`config.mk`:
```
export PLATFORM = sky130hd
export DESIGN_NAME = interval_insert_merge_core
export DESIGN_NICKNAME = d
export VERILOG_FILES = /design/src/iim_pkg.sv /design/src/iim_front.sv /design/src/iim_back.sv /design/src/interval_insert_merge_core.sv
export VERILOG_INCLUDE_DIRS = /design/src /design/src/src
export SDC_FILE = /design/constraint.sdc
export NUM_CORES = 1
export LEC_CHECK = 0
export BUFFER_PORTS_ARGS = -buffer_cell sky130_fd_sc_hd__buf_4
export CORE_MARGIN = 5
export CORE_UTILIZATION = 54
export CTS_CLUSTER_DIAMETER = 30
export DETAILED_ROUTE_END_ITERATION = 7
export PLACE_DENSITY = 0.74
export SKIP_CTS_REPAIR_TIMING = 1
export SYNTH_ARGS = -nofsm -noshare
export SYNTH_HDL_FRONTEND = slang
export SYNTH_SLANG_ARGS = --single-unit
```
`constraint.sdc`:
```
create_clock -name aclk -period 7.64 [get_ports aclk]
set_clock_uncertainty 0.2 [all_clocks]
set_input_delay 0.764 -clock aclk [delete_from_list [all_inputs] [get_ports aclk]]
set_output_delay 0.764 -clock aclk [all_outputs]
set_load 0.01 [all_outputs]
```
`src/interval_insert_merge_core_macros.svh`:
```
// Assertion macros shared by the interval insert/merge core modules.
// No dependencies; included by files that carry concurrent assertions.
`ifndef INTERVAL_INSERT_MERGE_CORE_MACROS_SVH
`define INTERVAL_INSERT_MERGE_CORE_MACROS_SVH

// same-cycle implication, disabled in reset
`define IIM_ASSERT_NOW(label, clk, rstn, ante, cons) \
    label: assert property (@(posedge clk) disable iff (!(rstn)) (ante) |-> (cons)) \
        else $error("iim assertion failed");

// next-cycle implication, disabled in reset
`define IIM_ASSERT_NEXT(label, clk, rstn, ante, cons) \
    label: assert property (@(posedge clk) disable iff (!(rstn)) (ante) |=> (cons)) \
        else $error("iim assertion failed");

`endif

```
`src/iim_pkg.sv`:
```
// Types and constants for the interval insert/merge core.
// No dependencies; imported by every module of the block.
package iim_pkg;

    localparam int DATA_W        = 32;
    localparam int ADDR_W        = 3;
    localparam int QUEUE_DEPTH_D = 2;

    localparam logic OP_INTERVAL = 1'b0;
    localparam logic OP_FLUSH    = 1'b1;

    localparam logic REG_NEW_START = 1'b0;
    localparam logic REG_NEW_END   = 1'b1;

    typedef struct packed {
        logic               opcode;
        logic signed [31:0] interval_start;
        logic signed [31:0] interval_end;
    } in_word_t;

    typedef struct packed {
        logic signed [31:0] merged_start;
        logic signed [31:0] merged_end;
        logic               last_of_list;
        logic               last_of_run;
    } out_word_t;

    typedef struct packed {
        logic signed [31:0] new_start;
        logic signed [31:0] new_end;
    } cfg_t;

    // classified item as held in the queue
    typedef struct packed {
        logic               is_flush;
        logic               new_first;  // configured interval goes ahead of this one
        logic signed [31:0] start_val;
        logic signed [31:0] end_val;
    } cmd_t;

endpackage

```
`src/iim_front.sv`:
```
// Front end: accepts input words, classifies them and queues them.
// Depends on iim_pkg and the assertion macros header.
`include "interval_insert_merge_core_macros.svh"

module iim_front
    import iim_pkg::*;
#(
    parameter int QUEUE_DEPTH = QUEUE_DEPTH_D
) (
    input  logic     aclk,
    input  logic     aresetn,
    input  cfg_t     cfg,
    input  logic     s_valid,
    output logic     s_ready,
    input  in_word_t s_data,
    output logic     q_valid,
    input  logic     q_pop,
    output cmd_t     q_cmd
);

    localparam int PTR_W = (QUEUE_DEPTH > 1) ? $clog2(QUEUE_DEPTH) : 1;
    localparam int CNT_W = $clog2(QUEUE_DEPTH + 1);

    cmd_t             mem [QUEUE_DEPTH];
    logic [PTR_W-1:0] wr_ptr_reg, wr_ptr_next;
    logic [PTR_W-1:0] rd_ptr_reg, rd_ptr_next;
    logic [CNT_W-1:0] count_reg, count_next;
    cmd_t             cls;
    logic             push;
    logic             pop;

    always_comb begin
        cls.is_flush  = (s_data.opcode == OP_FLUSH);
        cls.new_first = (cfg.new_start <= s_data.interval_start);
        cls.start_val = s_data.interval_start;
        cls.end_val   = s_data.interval_end;
    end

    assign s_ready = (count_reg != CNT_W'(QUEUE_DEPTH));
    assign q_valid = (count_reg != '0);
    assign push    = s_valid && s_ready;
    assign pop     = q_pop && q_valid;
    assign q_cmd   = mem[rd_ptr_reg];

    always_comb begin
        wr_ptr_next = wr_ptr_reg;
        rd_ptr_next = rd_ptr_reg;
        count_next  = count_reg;
        if (push) begin
            wr_ptr_next = (wr_ptr_reg == PTR_W'(QUEUE_DEPTH - 1)) ? '0 : wr_ptr_reg + 1'b1;
        end
        if (pop) begin
            rd_ptr_next = (rd_ptr_reg == PTR_W'(QUEUE_DEPTH - 1)) ? '0 : rd_ptr_reg + 1'b1;
        end
        if (push && !pop) begin
            count_next = count_reg + 1'b1;
        end else if (pop && !push) begin
            count_next = count_reg - 1'b1;
        end
    end

    always_ff @(posedge aclk) begin
        if (!aresetn) begin
            wr_ptr_reg <= '0;
            rd_ptr_reg <= '0;
            count_reg  <= '0;
        end else begin
            wr_ptr_reg <= wr_ptr_next;
            rd_ptr_reg <= rd_ptr_next;
            count_reg  <= count_next;
        end
    end

    always_ff @(posedge aclk) begin
        if (push) begin
            mem[wr_ptr_reg] <= cls;
        end
    end

    `IIM_ASSERT_NEXT(a_fill_to_full, aclk, aresetn,
        push && !pop && (count_reg == CNT_W'(QUEUE_DEPTH - 1)), !s_ready)

endmodule

```
`src/iim_back.sv`:
```
// Back end: merges queued words into the open interval and drives results.
// Depends on iim_pkg and the assertion macros header.
`include "interval_insert_merge_core_macros.svh"

module iim_back
    import iim_pkg::*;
(
    input  logic      aclk,
    input  logic      aresetn,
    input  cfg_t      cfg,
    input  logic      q_valid,
    output logic      q_pop,
    input  cmd_t      q_cmd,
    output logic      m_valid,
    input  logic      m_ready,
    output out_word_t m_data
);

    logic signed [31:0] open_start_reg, open_start_next;
    logic signed [31:0] open_end_reg, open_end_next;
    logic               have_open_reg, have_open_next;
    logic               placed_reg, placed_next;
    out_word_t          out_reg;
    logic               out_valid_reg;
    out_word_t          pend_reg;
    logic               pend_valid_reg;

    logic               place_a;
    logic               emit_a, emit_b;
    out_word_t          res_a, res_b;
    logic signed [31:0] os_a, oe_a;
    logic               h_a;
    out_word_t          r0, r1;
    logic               emit_any, emit_two;
    logic               can_take, pop, out_take;

    always_comb begin
        // configured interval first, if due
        place_a = q_cmd.is_flush ? !placed_reg : (!placed_reg && q_cmd.new_first);
        os_a    = open_start_reg;
        oe_a    = open_end_reg;
        h_a     = have_open_reg;
        emit_a  = 1'b0;
        res_a   = '{open_start_reg, open_end_reg, 1'b0, 1'b0};
        if (place_a) begin
            if (have_open_reg && (cfg.new_start <= open_end_reg)) begin
                oe_a = (cfg.new_end > open_end_reg) ? cfg.new_end : open_end_reg;
            end else begin
                emit_a = have_open_reg;
                os_a   = cfg.new_start;
                oe_a   = cfg.new_end;
                h_a    = 1'b1;
            end
        end

        // then the word itself
        res_b           = '{os_a, oe_a, q_cmd.is_flush, 1'b1};
        open_start_next = os_a;
        open_end_next   = oe_a;
        have_open_next  = h_a;
        placed_next     = placed_reg || place_a;
        emit_b          = 1'b0;
        if (q_cmd.is_flush) begin
            emit_b          = h_a;
            open_start_next = '0;
            open_end_next   = '0;
            have_open_next  = 1'b0;
            placed_next     = 1'b0;
        end else if (h_a && (q_cmd.start_val <= oe_a)) begin
            open_end_next = (q_cmd.end_val > oe_a) ? q_cmd.end_val : oe_a;
        end else begin
            emit_b          = h_a;
            open_start_next = q_cmd.start_val;
            open_end_next   = q_cmd.end_val;
            have_open_next  = 1'b1;
        end

        emit_any = emit_a || emit_b;
        emit_two = emit_a && emit_b;
        r1       = res_b;
        if (emit_a) begin
            r0             = res_a;
            r0.last_of_run = !emit_b;
        end else begin
            r0 = res_b;
        end
    end

    assign out_take = out_valid_reg && m_ready;
    assign can_take = !pend_valid_reg && (!out_valid_reg || m_ready);
    assign pop      = q_valid && can_take;
    assign q_pop    = pop;
    assign m_valid  = out_valid_reg;
    assign m_data   = out_reg;

    always_ff @(posedge aclk) begin
        if (!aresetn) begin
            open_start_reg <= '0;
            open_end_reg   <= '0;
            have_open_reg  <= 1'b0;
            placed_reg     <= 1'b0;
            out_valid_reg  <= 1'b0;
            pend_valid_reg <= 1'b0;
        end else if (pop) begin
            open_start_reg <= open_start_next;
            open_end_reg   <= open_end_next;
            have_open_reg  <= have_open_next;
            placed_reg     <= placed_next;
            if (emit_any) begin
                out_valid_reg <= 1'b1;
            end else if (out_take) begin
                out_valid_reg <= 1'b0;
            end
            pend_valid_reg <= emit_two;
        end else if (out_take) begin
            if (pend_valid_reg) begin
                pend_valid_reg <= 1'b0;
            end else begin
                out_valid_reg <= 1'b0;
            end
        end
    end

    always_ff @(posedge aclk) begin
        if (pop) begin
            if (emit_any) begin
                out_reg <= r0;
            end
            pend_reg <= r1;
        end else if (out_take && pend_valid_reg) begin
            out_reg <= pend_reg;
        end
    end

    // second result of a word only ever waits behind a shown first one
    `IIM_ASSERT_NOW(a_pend_behind_out, aclk, aresetn, pend_valid_reg, out_valid_reg)
    `IIM_ASSERT_NEXT(a_two_results_pend, aclk, aresetn, pop && emit_two,
        pend_valid_reg && out_valid_reg)
    `IIM_ASSERT_NEXT(a_flush_clears, aclk, aresetn, pop && q_cmd.is_flush,
        !have_open_reg && !placed_reg)

endmodule

```
`src/interval_insert_merge_core.sv`:
```
// Interval insert/merge core: one word accepted per cycle when results drain.
// Path: an accepted word is written into the queue, then popped by the back end into the output register.
// Throughput: one word per cycle while results drain; a word with two results holds off
// the next word while its second result waits in the spare slot behind the single output register.
// Reset: synchronous, active low; clears queue, open interval and registers.
// Holds the APB registers; depends on iim_pkg, iim_front and iim_back.
module interval_insert_merge_core
    import iim_pkg::*;
#(
    parameter int QUEUE_DEPTH = QUEUE_DEPTH_D
) (
    input  logic              aclk,
    input  logic              aresetn,
    input  logic              psel,
    input  logic              penable,
    input  logic              pwrite,
    input  logic [ADDR_W-1:0] paddr,
    input  logic [DATA_W-1:0] pwdata,
    output logic [DATA_W-1:0] prdata,
    output logic              pready,
    input  logic              s_valid,
    output logic              s_ready,
    input  in_word_t          s_data,
    output logic              m_valid,
    input  logic              m_ready,
    output out_word_t         m_data
);

    cfg_t cfg_reg;
    logic cfg_wr;
    logic reg_sel;
    logic q_valid, q_pop;
    cmd_t q_cmd;

    assign pready  = 1'b1;
    assign reg_sel = paddr[2];
    assign cfg_wr  = psel && penable && pwrite && pready;

    always_ff @(posedge aclk) begin
        if (!aresetn) begin
            cfg_reg <= '0;
        end else if (cfg_wr) begin
            unique case (reg_sel)
                REG_NEW_START: cfg_reg.new_start <= pwdata;
                REG_NEW_END:   cfg_reg.new_end   <= pwdata;
                default:       cfg_reg           <= cfg_reg;
            endcase
        end
    end

    always_comb begin
        unique case (reg_sel)
            REG_NEW_START: prdata = cfg_reg.new_start;
            REG_NEW_END:   prdata = cfg_reg.new_end;
            default:       prdata = '0;
        endcase
    end

    iim_front #(
        .QUEUE_DEPTH(QUEUE_DEPTH)
    ) u_front (
        .aclk    (aclk),
        .aresetn (aresetn),
        .cfg     (cfg_reg),
        .s_valid (s_valid),
        .s_ready (s_ready),
        .s_data  (s_data),
        .q_valid (q_valid),
        .q_pop   (q_pop),
        .q_cmd   (q_cmd)
    );

    iim_back u_back (
        .aclk    (aclk),
        .aresetn (aresetn),
        .cfg     (cfg_reg),
        .q_valid (q_valid),
        .q_pop   (q_pop),
        .q_cmd   (q_cmd),
        .m_valid (m_valid),
        .m_ready (m_ready),
        .m_data  (m_data)
    );

endmodule
```
==> run metrics <==
drt first pass iters 6; Leakage Power 0.0111 µW; commonest non-fill, non-tap cells in the layout 263 x edfxtp_1, 226 x nand2_1, 226 x buf_4; CTS root buffer clkbuf_16; reg-to-reg slack, setup 660 ps; clk sinks 400; port bufs 204; synth warn 0; synth unique cells 56; register area share after synthesis 52.5%; worst skew pair latency 590 ps; max FFs per register 132; initial core utilization 54.3%; Post-Synthesis Cells 1806; clk slew on worst S/H paths 50 ps; total die area 41500 µm²; Hold Crit Class in -> reg; ANT cells 0; period utilisation layout 91.4%; H-tree depth 3; nets 2298; fin crit period 6980 ps; grt ovf 0; FF-to-FF Start u_back.open_end_reg[31]; initial antenna violation count 0; final worst slack 657 ps; Hold Vio Cnt, Final 0; largest net degree at the start of global routing 76; required time worst endpoint 7670 ps; io pins 208; Worst VDD drop 0.326 mV; Final setup viols 0; Mapped Area 20300 µm²; Synth Register Bits 400; vias in the first global route 15.9k; hold path startpoint s_data[15]; CTS Buf Count 89; via count 15.8k; worst slack, placed 896 ps; Peak Freq 143 MHz; grt met1 use 37.1%; average vias per placed instance 6.11; Total Routing Usage GR 28.1%; GR peak layer met2; CTS max path bufs 3; Layout Utilization 68.0%; Area Overhead vs Synth 25.2%; status completed; ys flop type edfxtp_1; Worst Hold Depth 1; most common cell after layout, fill and taps aside edfxtp_1; layout cell share with drive strength beyond 1 23.2%; post-route ant nets 0; row cnt 71; Mapped Nets 2074; Die Wd 204 µm; worst path arrival time 7010 ps; grt met2 use 44.6%; CTS tree yes; Crit Path Category reg -> reg; total of max-cap violations 0; Power per Cell Area 433 nW/µm²; top cell type's share of synthesized area 39.0%; wire per inst 23.0 µm; Initial DRC Count 1468; Final HPWL DP 38400 µm; Mean Syn Cell Area 11.2 µm²; Reg2Reg Depth 22; Slew Viols, Final 0; setup TNS 0 ps; Synth async-reset ratio 0%; top cells by area, synth edfxtp_1 39%, dfxtp_1 14%, ha_1 9.9%, mux2_2 5.2%, nand2_1 4.2%; Post-synth EDFFs 263; final WL 59400 µm; startpoint types flop; Post-route DRC 0; Hold EP u_front.mem[1][15]; RSZ-0062 raised after global routing false; Fillers 2683; gpl congestion 0.909; worst rel slew slack 29.2%; global-route wire length before repair 90900 µm; die height 204 µm; crit-path max FO 65; worst-margin pin slew 1060 ps; area of the core 37300 µm²; Yosys top cell by area edfxtp_1; Critical Path Sink Type flop; global-route met3 utilization 6.93%; RR Endpoint u_back.m_data[54]
## power breakdown
part	leakage, µW	internal [µW]	switching, µW
clock	0.00152	2750	1220
sequential	0.00361	3130	263
combinational	0.00595	1370	2270
## kinds of logic (layout without fill, tap and decap cells)
logic type | after synthesis | in the layout | synth area share, %
AOI/OAI and AO/OA | 462 | 462 | 15.6
DFF | 400 | 400 | 52.5
buffers and inverters | 230 | 529 | 4.45
muxes | 162 | 162 | 8.58
adders and majority gates | 161 | 161 | 9.95
xor gates and xnor gates | 5 | 5 | 0.216
other | 1 | 1 | 0.0185
and+or+nand+nor | 385 | 385 | 8.59
## through the flow
| step | total power (µW) | hold slack, ps | instance area (µm²) | instances |
|---|---|---|---|---|
| CTS | 11000 | 142 | 25400 | 2579 |
| floorplan | 5710 | 249 | 20300 | 1806 |
| detailed placement | 6970 | 267 | 22200 | 2413 |
| finish | 11000 | 158 | 25400 | 2579 |
| global placement | 6860 | 258 | 22200 | 2413 |
| global route | 11500 | 145 | 25400 | 2579 |
## per-layer routing
layer / up-vias / wire, µm
li1: 7142 / -
met4: 0 / 2150
met1: 7647 / 23800
met3: 129 / 5840
met2: 845 / 27600
met5: - / 0
## synthesized netlist by cell type, drive strengths merged (6+ instances only)
library cell    n
inv           136
o21a           41
a21oi          80
mux2i          69
nor2b           9
nand2         227
clkbuf         78
nand4          31
nor4            8
and3           11
edfxtp        263
mux2           93
o21ai          86
a21boi         69
a22o           33
a32oi          31
a221oi          6
o211ai         36
ha            161
nor2           22
buf            16
a21o           61
nand3          49
dfxtp         137
## area by class of cell
type                            count  area, µm²  share of cell area [%]
Sequential cell                   400      10600                    42.0
Multi-Input combinational cell   1176       8750                    34.5
Timing Repair Buffer              227       1720                    6.77
Clock inverter                     53        684                    2.70
Inverter                          136        513                    2.02
Clock buffer                      113       2460                    9.70
Tap cell                          474        593                    2.34
## worst max-delay path, cell delays in order, from the launching register on
cell and delay, ps:
dfxtp_1 360, inv_1 80, ha_1 360, nand4_1 200
nor4_1 600, and3_1 320, o31ai_1 120, nand4_1 100
xnor2_1 110, a21oi_4 470, buf_4 310, mux2i_1 500
ha_1 320, and3_1 190, a221oi_1 510, o221ai_1 270
mux2i_1 170, o2bb2ai_1 470, nor2_1 100, nor2_1 110
o21ai_0 170, nand2_2 200, buf_12 350
## worst max path at each step
stage,from,end
final,u_back.open_end_reg[31],u_back.m_data[54]
after global routing,u_back.open_end_reg[31],u_back.m_data[50]
after CTS,u_back.open_end_reg[31],u_back.m_data[54]
after floorplan,u_back.open_end_reg[14],u_back.m_data[0]
after global placement,u_back.open_end_reg[31],u_back.m_data[16]
after detailed placement,u_back.open_end_reg[31],u_back.m_data[49]
(Power assumes the default switching activity.)
